===== src/rtl/four_level_page_table_walker_defines.svh =====
// Assertion macros used by the page table walker top level.
`ifndef FOUR_LEVEL_PAGE_TABLE_WALKER_DEFINES_SVH
`define FOUR_LEVEL_PAGE_TABLE_WALKER_DEFINES_SVH

// Checks that the consequent holds in the same cycle as the antecedent.
`define PTW_ASSERT_SAME(label, ante, cons) \
	label: assert property (@(posedge clk) disable iff (!arst_n) (ante) |-> (cons)) \
		else $error("page table walker check failed");

// Checks that the consequent holds in the cycle after the antecedent.
`define PTW_ASSERT_NEXT(label, ante, cons) \
	label: assert property (@(posedge clk) disable iff (!arst_n) (ante) |=> (cons)) \
		else $error("page table walker check failed");

`endif


===== src/rtl/ptw_pkg.sv =====
// Types, codes and helpers shared by the page table walker modules.
`default_nettype none
package ptw_pkg;

	localparam int VaWidth   = 48;
	localparam int AddrWidth = 52;
	localparam int IdxWidth  = 9;

	// Input operation codes.
	localparam logic OP_REQUEST  = 1'b0;
	localparam logic OP_RESPONSE = 1'b1;

	// Result kinds.
	localparam logic KIND_READ = 1'b0;
	localparam logic KIND_DONE = 1'b1;

	// Result status codes.
	localparam logic [2:0] ST_OK          = 3'd0;
	localparam logic [2:0] ST_NOT_PRESENT = 3'd1;
	localparam logic [2:0] ST_READ_FAIL   = 3'd2;
	localparam logic [2:0] ST_BUSY        = 3'd3;
	localparam logic [2:0] ST_UNEXPECTED  = 3'd4;

	// Page sizes.
	localparam logic [1:0] PG_4K = 2'd0;
	localparam logic [1:0] PG_2M = 2'd1;
	localparam logic [1:0] PG_1G = 2'd2;

	// Table levels, top first.
	localparam logic [1:0] LVL_3 = 2'd3;
	localparam logic [1:0] LVL_2 = 2'd2;
	localparam logic [1:0] LVL_1 = 2'd1;
	localparam logic [1:0] LVL_0 = 2'd0;

	localparam int PresentBit = 0;
	localparam int LargeBit   = 7;

	typedef struct packed {
		logic        op;
		logic [63:0] vaddr;
		logic [63:0] entry_data;
		logic        read_ok;
	} ptw_in_t;

	typedef struct packed {
		logic                 kind;
		logic [AddrWidth-1:0] address;
		logic [2:0]           status;
		logic [1:0]           pg_size;
		logic [1:0]           fault_level;
	} ptw_out_t;

	typedef struct packed {
		logic               busy;
		logic [1:0]         level;
		logic [VaWidth-1:0] va;
	} ptw_walk_t;

	// Nine-bit table index of the saved address for a given level.
	function automatic logic [IdxWidth-1:0] va_index(input logic [VaWidth-1:0] va,
			input logic [1:0] level);
		logic [IdxWidth-1:0] idx;
		unique case (level)
			LVL_3:   idx = va[47:39];
			LVL_2:   idx = va[38:30];
			LVL_1:   idx = va[29:21];
			default: idx = va[20:12];
		endcase
		return idx;
	endfunction

endpackage
`default_nettype wire


===== src/rtl/ptw_step.sv =====
// Combinational walk step: forms one result and the next walk state from one item.
`default_nettype none
module ptw_step (
	input  ptw_pkg::ptw_in_t   item,
	input  ptw_pkg::ptw_walk_t walk,
	input  logic [63:0]        root_table_base,
	output ptw_pkg::ptw_out_t  result,
	output ptw_pkg::ptw_walk_t walk_nxt
);
	import ptw_pkg::*;

	logic [63:0] ent;
	logic        huge_page;

	assign ent       = item.entry_data;
	assign huge_page = ent[LargeBit];

	always_comb begin
		result.kind        = KIND_DONE;
		result.address     = '0;
		result.status      = ST_OK;
		result.pg_size     = PG_4K;
		result.fault_level = LVL_0;
		walk_nxt           = walk;

		if (item.op == OP_REQUEST) begin
			if (walk.busy) begin
				result.status      = ST_BUSY;
				result.fault_level = walk.level;
			end else begin
				walk_nxt.busy      = 1'b1;
				walk_nxt.level     = LVL_3;
				walk_nxt.va        = item.vaddr[VaWidth-1:0];
				result.kind        = KIND_READ;
				result.address     = {4'b0, root_table_base[47:12],
					item.vaddr[47:39], 3'b000};
				result.fault_level = LVL_3;
			end
		end else if (!walk.busy) begin
			result.status = ST_UNEXPECTED;
		end else if (!item.read_ok) begin
			walk_nxt.busy      = 1'b0;
			result.status      = ST_READ_FAIL;
			result.fault_level = walk.level;
		end else if (!ent[PresentBit]) begin
			walk_nxt.busy      = 1'b0;
			result.status      = ST_NOT_PRESENT;
			result.fault_level = walk.level;
		end else begin
			unique case (walk.level)
				LVL_3: begin
					walk_nxt.level     = LVL_2;
					result.kind        = KIND_READ;
					result.address     = {ent[51:12], va_index(walk.va, LVL_2), 3'b000};
					result.fault_level = LVL_2;
				end
				LVL_2: begin
					if (huge_page) begin
						walk_nxt.busy      = 1'b0;
						result.address     = {ent[51:30], walk.va[29:0]};
						result.pg_size     = PG_1G;
						result.fault_level = LVL_2;
					end else begin
						walk_nxt.level     = LVL_1;
						result.kind        = KIND_READ;
						result.address     = {ent[51:12], va_index(walk.va, LVL_1), 3'b000};
						result.fault_level = LVL_1;
					end
				end
				LVL_1: begin
					if (huge_page) begin
						walk_nxt.busy      = 1'b0;
						result.address     = {2'b00, ent[49:21], walk.va[20:0]};
						result.pg_size     = PG_2M;
						result.fault_level = LVL_1;
					end else begin
						walk_nxt.level     = LVL_0;
						result.kind        = KIND_READ;
						result.address     = {2'b00, ent[49:12], va_index(walk.va, LVL_0),
							3'b000};
						result.fault_level = LVL_0;
					end
				end
				LVL_0: begin
					// Last level: always a 4 KB page, bit 7 is not looked at.
					walk_nxt.busy      = 1'b0;
					result.address     = {2'b00, ent[49:12], walk.va[11:0]};
					result.fault_level = LVL_0;
				end
			endcase
		end
	end

endmodule
`default_nettype wire


===== src/rtl/four_level_page_table_walker.sv =====
// Top level of the four-level page table walker: input register, walk state and result register.
`default_nettype none
`include "four_level_page_table_walker_defines.svh"
// The walker translates a virtual address through a four-level page table. A translate
// request (op 0) on the req channel latches the low 48 bits of the address and produces a
// read request (kind 0) for the top-level entry; the caller performs that memory read and
// returns the entry word with its read-ok flag as a response transaction (op 1). Each
// response yields either the next read request or a final result (kind 1) carrying the
// physical address, the page size (4 KB, 2 MB or 1 GB) or a fault status with the level
// at which the walk ended. Every accepted transaction produces exactly one result
// transaction on the rsp channel. A request arriving while a walk is in progress is
// dropped with a busy status, and a response arriving while idle is reported as
// unexpected; neither disturbs the walk state. The block accepts one transaction per
// clock cycle while req_stall is low; each item passes through the input register,
// where the walk state is read and updated, and then through the result register.
// The root table base is written through the cfg channel, which is always ready; it must
// only be written while no walk is in progress and no result is outstanding.
module four_level_page_table_walker (
	input  logic              clk,
	input  logic              arst_n,
	input  logic              req_valid,
	output logic              req_stall,
	input  ptw_pkg::ptw_in_t  req,
	output logic              rsp_valid,
	input  logic              rsp_stall,
	output ptw_pkg::ptw_out_t rsp,
	input  logic              cfg_valid,
	output logic              cfg_ready,
	input  logic [63:0]       cfg_data
);
	import ptw_pkg::*;

	// Input register stage.
	logic     v_s1;
	ptw_in_t  item_s1;

	// Result register stage.
	logic     v_s2;
	ptw_out_t res_s2;

	// Architectural state of the walk and the configuration register.
	ptw_walk_t   walk_q;
	logic [63:0] root_q;

	ptw_out_t  res;
	ptw_walk_t walk_nxt;
	logic      out_free;
	logic      adv;
	logic      accept;

	// The result register can take a new result when it is empty or being drained.
	assign out_free  = !v_s2 || !rsp_stall;
	assign adv       = v_s1 && out_free;
	assign req_stall = v_s1 && !out_free;
	assign accept    = req_valid && !req_stall;

	assign cfg_ready = 1'b1;
	assign rsp_valid = v_s2;
	assign rsp       = res_s2;

	// The step logic sees the item held in the input register and the current walk
	// state; its result and new state are committed together when the item moves on.
	ptw_step u_step (
		.item            (item_s1),
		.walk            (walk_q),
		.root_table_base (root_q),
		.result          (res),
		.walk_nxt        (walk_nxt)
	);

	always_ff @(posedge clk or negedge arst_n) begin
		if (!arst_n) begin
			v_s1   <= 1'b0;
			v_s2   <= 1'b0;
			walk_q <= '0;
			root_q <= '0;
		end else begin
			if (accept) begin
				v_s1 <= 1'b1;
			end else if (adv) begin
				v_s1 <= 1'b0;
			end
			if (out_free) begin
				v_s2 <= v_s1;
			end
			if (adv) begin
				walk_q <= walk_nxt;
			end
			if (cfg_valid && cfg_ready) begin
				root_q <= cfg_data;
			end
		end
	end

	// Payload registers carry no reset.
	always_ff @(posedge clk) begin
		if (accept) begin
			item_s1 <= req;
		end
		if (adv) begin
			res_s2 <= res;
		end
	end

	// Issuing a read request always leaves the walker busy.
	`PTW_ASSERT_NEXT(a_read_keeps_busy, adv && res.kind == KIND_READ, walk_q.busy)
	// A completed translation or a fault on a response ends the walk.
	`PTW_ASSERT_NEXT(a_done_ends_walk, adv && res.kind == KIND_DONE &&
		(res.status == ST_OK || res.status == ST_NOT_PRESENT ||
		res.status == ST_READ_FAIL), !walk_q.busy)
	// A dropped request leaves the walk level untouched.
	`PTW_ASSERT_NEXT(a_busy_drop_keeps_level, adv && res.status == ST_BUSY,
		walk_q.level == $past(walk_q.level) && walk_q.busy)
	// The input side stalls only while an item waits in the input register.
	`PTW_ASSERT_SAME(a_stall_needs_item, req_stall, v_s1 && v_s2)

endmodule
`default_nettype wire

===== config.mk =====
export PLATFORM = sky130hd
export DESIGN_NAME = four_level_page_table_walker
export DESIGN_NICKNAME = d
export VERILOG_FILES = /design/src/rtl/ptw_pkg.sv /design/src/rtl/ptw_step.sv /design/src/rtl/four_level_page_table_walker.sv
export VERILOG_INCLUDE_DIRS = /design/src /design/src/rtl
export SDC_FILE = /design/constraint.sdc
export NUM_CORES = 1
export LEC_CHECK = 0
export BUFFER_PORTS_ARGS = -buffer_cell sky130_fd_sc_hd__buf_4
export CAP_MARGIN = 10
export CORE_MARGIN = 5
export CORE_UTILIZATION = 45
export DETAILED_ROUTE_END_ITERATION = 7
export HOLD_SLACK_MARGIN = 0.12
export PLACE_DENSITY = 0.73
export SYNTH_ARGS = -nofsm -noshare
export SYNTH_HDL_FRONTEND = slang
export SYNTH_SLANG_ARGS = --single-unit

===== constraint.sdc =====
create_clock -name clk -period 6.3 [get_ports clk]
set_input_delay 0.315 -clock clk [delete_from_list [all_inputs] [get_ports clk]]
set_output_delay 0.315 -clock clk [all_outputs]
set_load 0.01 [all_outputs]

==> qor.yml, run 1 <==
floorplan:
  ioPinCount: 262
  coreArea_um2: 19500
  dieArea_um2: 22800
  die_h_um: 151
  die_x_um: 151
  num_rows: 51
  start_util_pct: 45.7
sta:
  min_period_ns: 2.70
  slew_headroom_pct: 27.1
  skew_ns: 0.0235
  period_share_pct: 42.8
  hold_slack_ns: 0.281
  slew_violations: 0
  setup_violations: 0
  rsz0062_at_grt: "no"
  tightest_slew_ns: 1.09
  timing.fmax_mhz: 371
  fin_tns_setup_ns: 0
  finalHoldViolCount: 0
clocking:
  cts_tree: "yes"
  clk_latency_ns: 0.52
  root_buffer: "clkbuf_16"
  clk_pin_slew_ns: 0.06
  cts_setup_buffers: 0
  cts_buffer_depth: 3
  htree_num_levels: 1
  cts_buffers: 25
  cts.sinks: 232
  cts_resized: 0
synth:
  ys_top_cells_by_area: "edfxtp_1 (51%), dfrtp_1 (22%), mux2_2 (8.2%)"
  synth-edff-count: 152
  synth_cells: 543
  synth-main-ff-cell: "edfxtp_1"
  syn-mean-instance-area_um2: 16.4
  synth_most_common_cell: "edfxtp_1"
  synth_top_area_share_pct: 51.1
  seq_area_frac_synth_pct: 73.5
  ys_top_cells_by_count: "edfxtp_1 (152), dfrtp_1 (80), mux2_2 (65)"
  yosys.cell_types.count: 41
  synth_nets: 748
  synthArstFlopShare_pct: 34.5
  yosysWarnings: 0
  syn_area_um2: 8930
  synth_area_leader_cell: "edfxtp_1"
  ys_ff_latch: 232
pwr:
  clkPwrFrac_pct: 35.8
  pwr_density_cell_nw_per_um2: 328
  power.switching_mw: 1.05
  power_frac_comb_pct: 16.6
  p_int_mw: 3.15
  cellLeakagePower_nw: 5.29
  pwr-share-seq_pct: 47.6
  power_mw: 4.20
  switching_share_pct: 24.9
  peakVddDrop_uv: 289
placement:
  dpl.hpwl_mm: 14.1
  routabilityCongestion: 0.826
  port_buffers: 194
flow_run:
  maxCapViolCount: 0
global_routing:
  gr-total-overflow: 0
  grt_pass1_vias: 6343
  grt_pass1_wl_mm: 35.1
  grtUsageTotal_pct: 20.1
  grt_antenna_before_repair: 0
  grt_max_degree: 68
worst_setup_path:
  r2r_cells: 4
  crit_required_ns: 6.70
  critPathMaxFanout: 49
  cp-start-kind: "flip-flop"
  arrival_ns: 3.10
  end_kind: "flip-flop"
  worstSetupPathType: "flip-flop to flip-flop"
drt:
  via_per_inst: 5.12
  dr.pass1.iters: 5
  first_iter_violations: 266
  route.detailed.drc: 0
  vias: 5924
  wl_mm: 23.2
  wl_per_cell_um: 20.0
  ant_nets: 0
worst_hold_path:
  hold_path_class: "input port to async pin"
layout:
  drive_gt1_share_pct: 35.9
  nNetsFinal: 1077
  areaGrowthSynthToFinish_pct: 43.1
  fin_util_pct: 65.4
status:
  outcome: "completed"
[logic make-up (layout without fill, tap and decap cells)]
kind of cell    count (synthesis)  count (layout)  synth area share [%]
mux                            75              75                  9.88
fa+ha+maj                       6               6                 0.841
buf+inv                        34             382                  2.06
compound gates                109             109                  8.86
flops                         232             232                  73.5
simple gates                   86              86                  4.78
other cells                     1               2                0.0420
[layer usage]
| layer | vias up | routed length (µm) | GRT usage [%] | part of all wire (%) |
|---|---|---|---|---|
| met4 | 0 | 544 | 5.30 | 2.3 |
| met1 | 2922 | 9540 | 26.4 | 41 |
| met2 | 244 | 11500 | 34.5 | 49 |
| met3 | 41 | 1620 | 3.74 | 7.0 |
| met5 | - | 0 | 0 | 0 |
| li1 | 2717 | - | - | - |
[worst max-delay path, stage by stage, from the launching register on]
cell and delay [ns]:
edfxtp_1 0.58, nor2_4 0.13, buf_4 0.53, nand2_2 0.77, mux2_4 0.54
[layout by cell type (no fill, tap or decap), types with 9 or more instances in the layout]
master / synthesis / routed
nand2_1: 42 / 42
nor2_1: 9 / 9
o21ai_0: 27 / 27
nor2b_1: 10 / 10
a22oi_1: 36 / 36
o211a_1: 9 / 9
buf_4: 5 / 199
dlygate4sd3_1: 0 / 132
edfxtp_1: 152 / 152
clkbuf_16: 0 / 25
dfrtp_1: 80 / 80
mux2_2: 65 / 65
mux2_4: 10 / 10
a22o_1: 18 / 18
[power by group through the flow]
stage                     sequential (mW)  combinational (mW)  clock (mW)
final                                2.00               0.696        1.50
after global routing                 2.02               0.757        1.59
after CTS                            1.99               0.700        1.54
after detailed placement             2.02               0.631           0
after global placement               2.01               0.611           0
after floorplan                      1.99               0.376           0
[per-stage QoR]
step	instances	worst slack [ns]	area (µm²)
finish	1157	3.60	12800
global route	1156	3.43	12800
floorplan	543	3.16	8930
detailed placement	978	3.51	10600
global placement	978	3.59	10600
CTS	1156	3.54	12800
[state kept, by name (all words and copies together) (netlist names)]
signal     flops
item_s1       92
rsp           60
walk_q        42
root_q        36
rsp_valid      1
v_s1           1
[cell type report]
type | instances | area, µm²
fill | 1345 | 6750
inverter | 5 | 18.8
clock inverter | 14 | 174
sequential | 232 | 6570
multi-input combinational | 277 | 2190
clock buffer | 32 | 682
timing repair buffer | 331 | 2820
tap | 265 | 332
antenna | 1 | 2.50
[timing repair]
action / 4_1_cts / 5_1_grt
hold buffers: 132 / 0
endpoints found under the setup margin: 0 / 0
endpoints found under the hold margin: 157 / 0
[final timing paths]
| check | to | startpoint | slack (ns) |
|---|---|---|---|
| max | walk_q[29]$_DFFE_PN0P_ | item_s1[129]$_DFFE_PP_ | 3.60 |
| min | walk_q[3]$_DFFE_PN0P_ | arst_n | 0.28 |
| max reg2reg | walk_q[29]$_DFFE_PN0P_ | item_s1[129]$_DFFE_PP_ | 3.60 |
| min reg2reg | walk_q[28]$_DFFE_PN0P_ | item_s1[93]$_DFFE_PP_ | 0.48 |
| max in group asynchronous | root_q[45]$_DFFE_PN0P_ | arst_n | 4.93 |
| min in group clk | root_q[25]$_DFFE_PN0P_ | cfg_valid | 0.39 |
(Power assumes the default switching activity.)
==> run 2: changes to the inputs <==
Clock period 6.3 ns to 2.8 ns, I/O delays scaled along.
==> run 2 against run 1 <==
- via count increased by 0.71%
- sequential power grew 120%
- critical path depth is 2 higher
- setup slack worse by 3.3 ns
- routed wire length is 0.30% higher
- clock power grew 100%
- non-clock buffer count rose by 7
- hold slack worse by 0.057 ns
- sequential share of layout area up 0.081 points
- combinational power increased by 130%
- clock skew up 0.0044 ns
==> qor.yml, run 2 (synthesis gave the netlist of run 1 again) <==
global_routing:
  use_met2_pct: 34.4
  use_met1_pct: 26.7
  grt_max_degree: 58
  grt_util_met3_pct: 3.65
  grt_antenna_before_repair: 0
  grt_pass1_vias: 6442
  gr-total-overflow: 0
  grt_pass1_wl_mm: 35.2
  gr-max-usage-layer: "met2"
  grtUsageTotal_pct: 20.1
floorplan:
  num_rows: 51
  coreArea_um2: 19500
  start_util_pct: 45.7
  dieArea_um2: 22800
  ioPinCount: 262
  die_x_um: 151
  die_h_um: 151
sta:
  setup_violations: 0
  skew_ns: 0.0279
  rsz0062_at_grt: "no"
  slew_headroom_pct: 46.2
  timing.fmax_mhz: 401
  period_share_pct: 89.0
  setup_slack_ns: 0.308
  fin_tns_setup_ns: 0
  min_period_ns: 2.49
  finalHoldViolCount: 0
  slew_violations: 0
  tightest_slew_ns: 0.807
pwr:
  power_mw: 9.11
  peakVddDrop_uv: 411
  pwr_density_cell_nw_per_um2: 714
  cellLeakagePower_nw: 5.27
placement:
  dpl_worst_slack_ns: 0.472
  routabilityCongestion: 0.808
  port_buffers: 194
  dpl.hpwl_mm: 14.4
clocking:
  htree_num_levels: 1
  clk_pin_slew_ns: 0.06
  cts_buffers: 25
  root_buffer: "clkbuf_16"
  clk_latency_ns: 0.52
  cts_tree: "yes"
  cts.sinks: 232
  cts_buffer_depth: 3
layout:
  largest-register: "item_s1"
  seq_area_um2: 6570
  layout_commonest_cell: "buf_4"
  largest_register_ff_count: 92
  drive_gt1_share_pct: 35.8
  multi_input_area_um2: 2190
  nNetsFinal: 1084
  n_fill_cell: 1336
  areaGrowthSynthToFinish_pct: 42.9
  fin_util_pct: 65.3
  layout_common_cells: "buf_4 (204), edfxtp_1 (152), dlygate4sd3_1 (132)"
drt:
  ant_nets: 0
  wl_per_cell_um: 20.0
  via_per_inst: 5.13
  dr.pass1.iters: 5
  vias: 5966
  first_iter_violations: 362
  wl_mm: 23.3
  route.detailed.drc: 0
worst_setup_path:
  crit_required_ns: 3.13
  arrival_ns: 2.82
  r2r_cells: 6
  cp-start-kind: "flip-flop"
  end_kind: "flip-flop"
  worstSetupPathType: "flip-flop to flip-flop"
  critPathMaxFanout: 16
worst_hold_path:
  hold_depth: 2
  hold_path_class: "input port to flip-flop"
status:
  outcome: "completed"
flow_run:
  maxCapViolCount: 0
run 2: power breakdown:
part,internal (mW),switching [mW]
logic,0.835,0.758
clock network,1.77,1.26
registers,4.18,0.302
total,6.78,2.32
run 2: final timing paths:
| kind | startpoint | to | slack (ns) |
|---|---|---|---|
| min in group asynchronous | arst_n | walk_q[30]$_DFFE_PN0P_ | 0.27 |
| min reg2reg | item_s1[93]$_DFFE_PP_ | walk_q[28]$_DFFE_PN0P_ | 0.48 |
| max | walk_q[48]$_DFFE_PN0P_ | rsp[22]$_DFFE_PN_ | 0.31 |
| max in group asynchronous | arst_n | walk_q[34]$_DFFE_PN0P_ | 1.79 |
| max reg2reg | walk_q[48]$_DFFE_PN0P_ | rsp[22]$_DFFE_PN_ | 0.31 |
| min | cfg_valid | root_q[17]$_DFFE_PN0P_ | 0.22 |
run 2: cell type report:
| class | count | share of cell area (%) |
|---|---|---|
| Antenna cell | 1 | 0.0196 |
| Sequential cell | 232 | 51.5 |
| Clock inverter | 6 | 0.304 |
| Multi-Input combinational cell | 277 | 17.1 |
| Tap cell | 265 | 2.60 |
| Inverter | 5 | 0.147 |
| Timing Repair Buffer | 338 | 22.7 |
| Clock buffer | 39 | 5.64 |
run 2: layer usage:
metal	vias up	wire length [µm]
met3	37	1560
li1	2731	-
met4	0	521
met5	-	0
met2	242	11600
met1	2956	9540
run 2: timing repair:
action                                  4_1_cts  5_1_grt
setup buffers                                 0        0
gates resized for setup                       0        0
hold buffers                                132        0
hold endpoints to repair                    186        0
endpoints found under the setup margin        0        0
run 2: critical path, stage by stage, from the launching register on:
cell,delay (ns)
dfrtp_1,0.45
inv_1,0.14
ha_1,0.59
o21a_1,0.27
and2_1,0.47
a22oi_1,0.19
o21ai_0,0.21
run 2: through the flow:
stage | cell area, µm² | instances | hold slack, ns
2_1_floorplan | 8930 | 543 | -0.156
3_3_place_gp | 10700 | 985 | 0.270
3_5_place_dp | 10700 | 985 | 0.294
4_1_cts | 12800 | 1162 | 0.212
5_1_grt | 12800 | 1162 | 0.224
6_report | 12800 | 1163 | 0.224
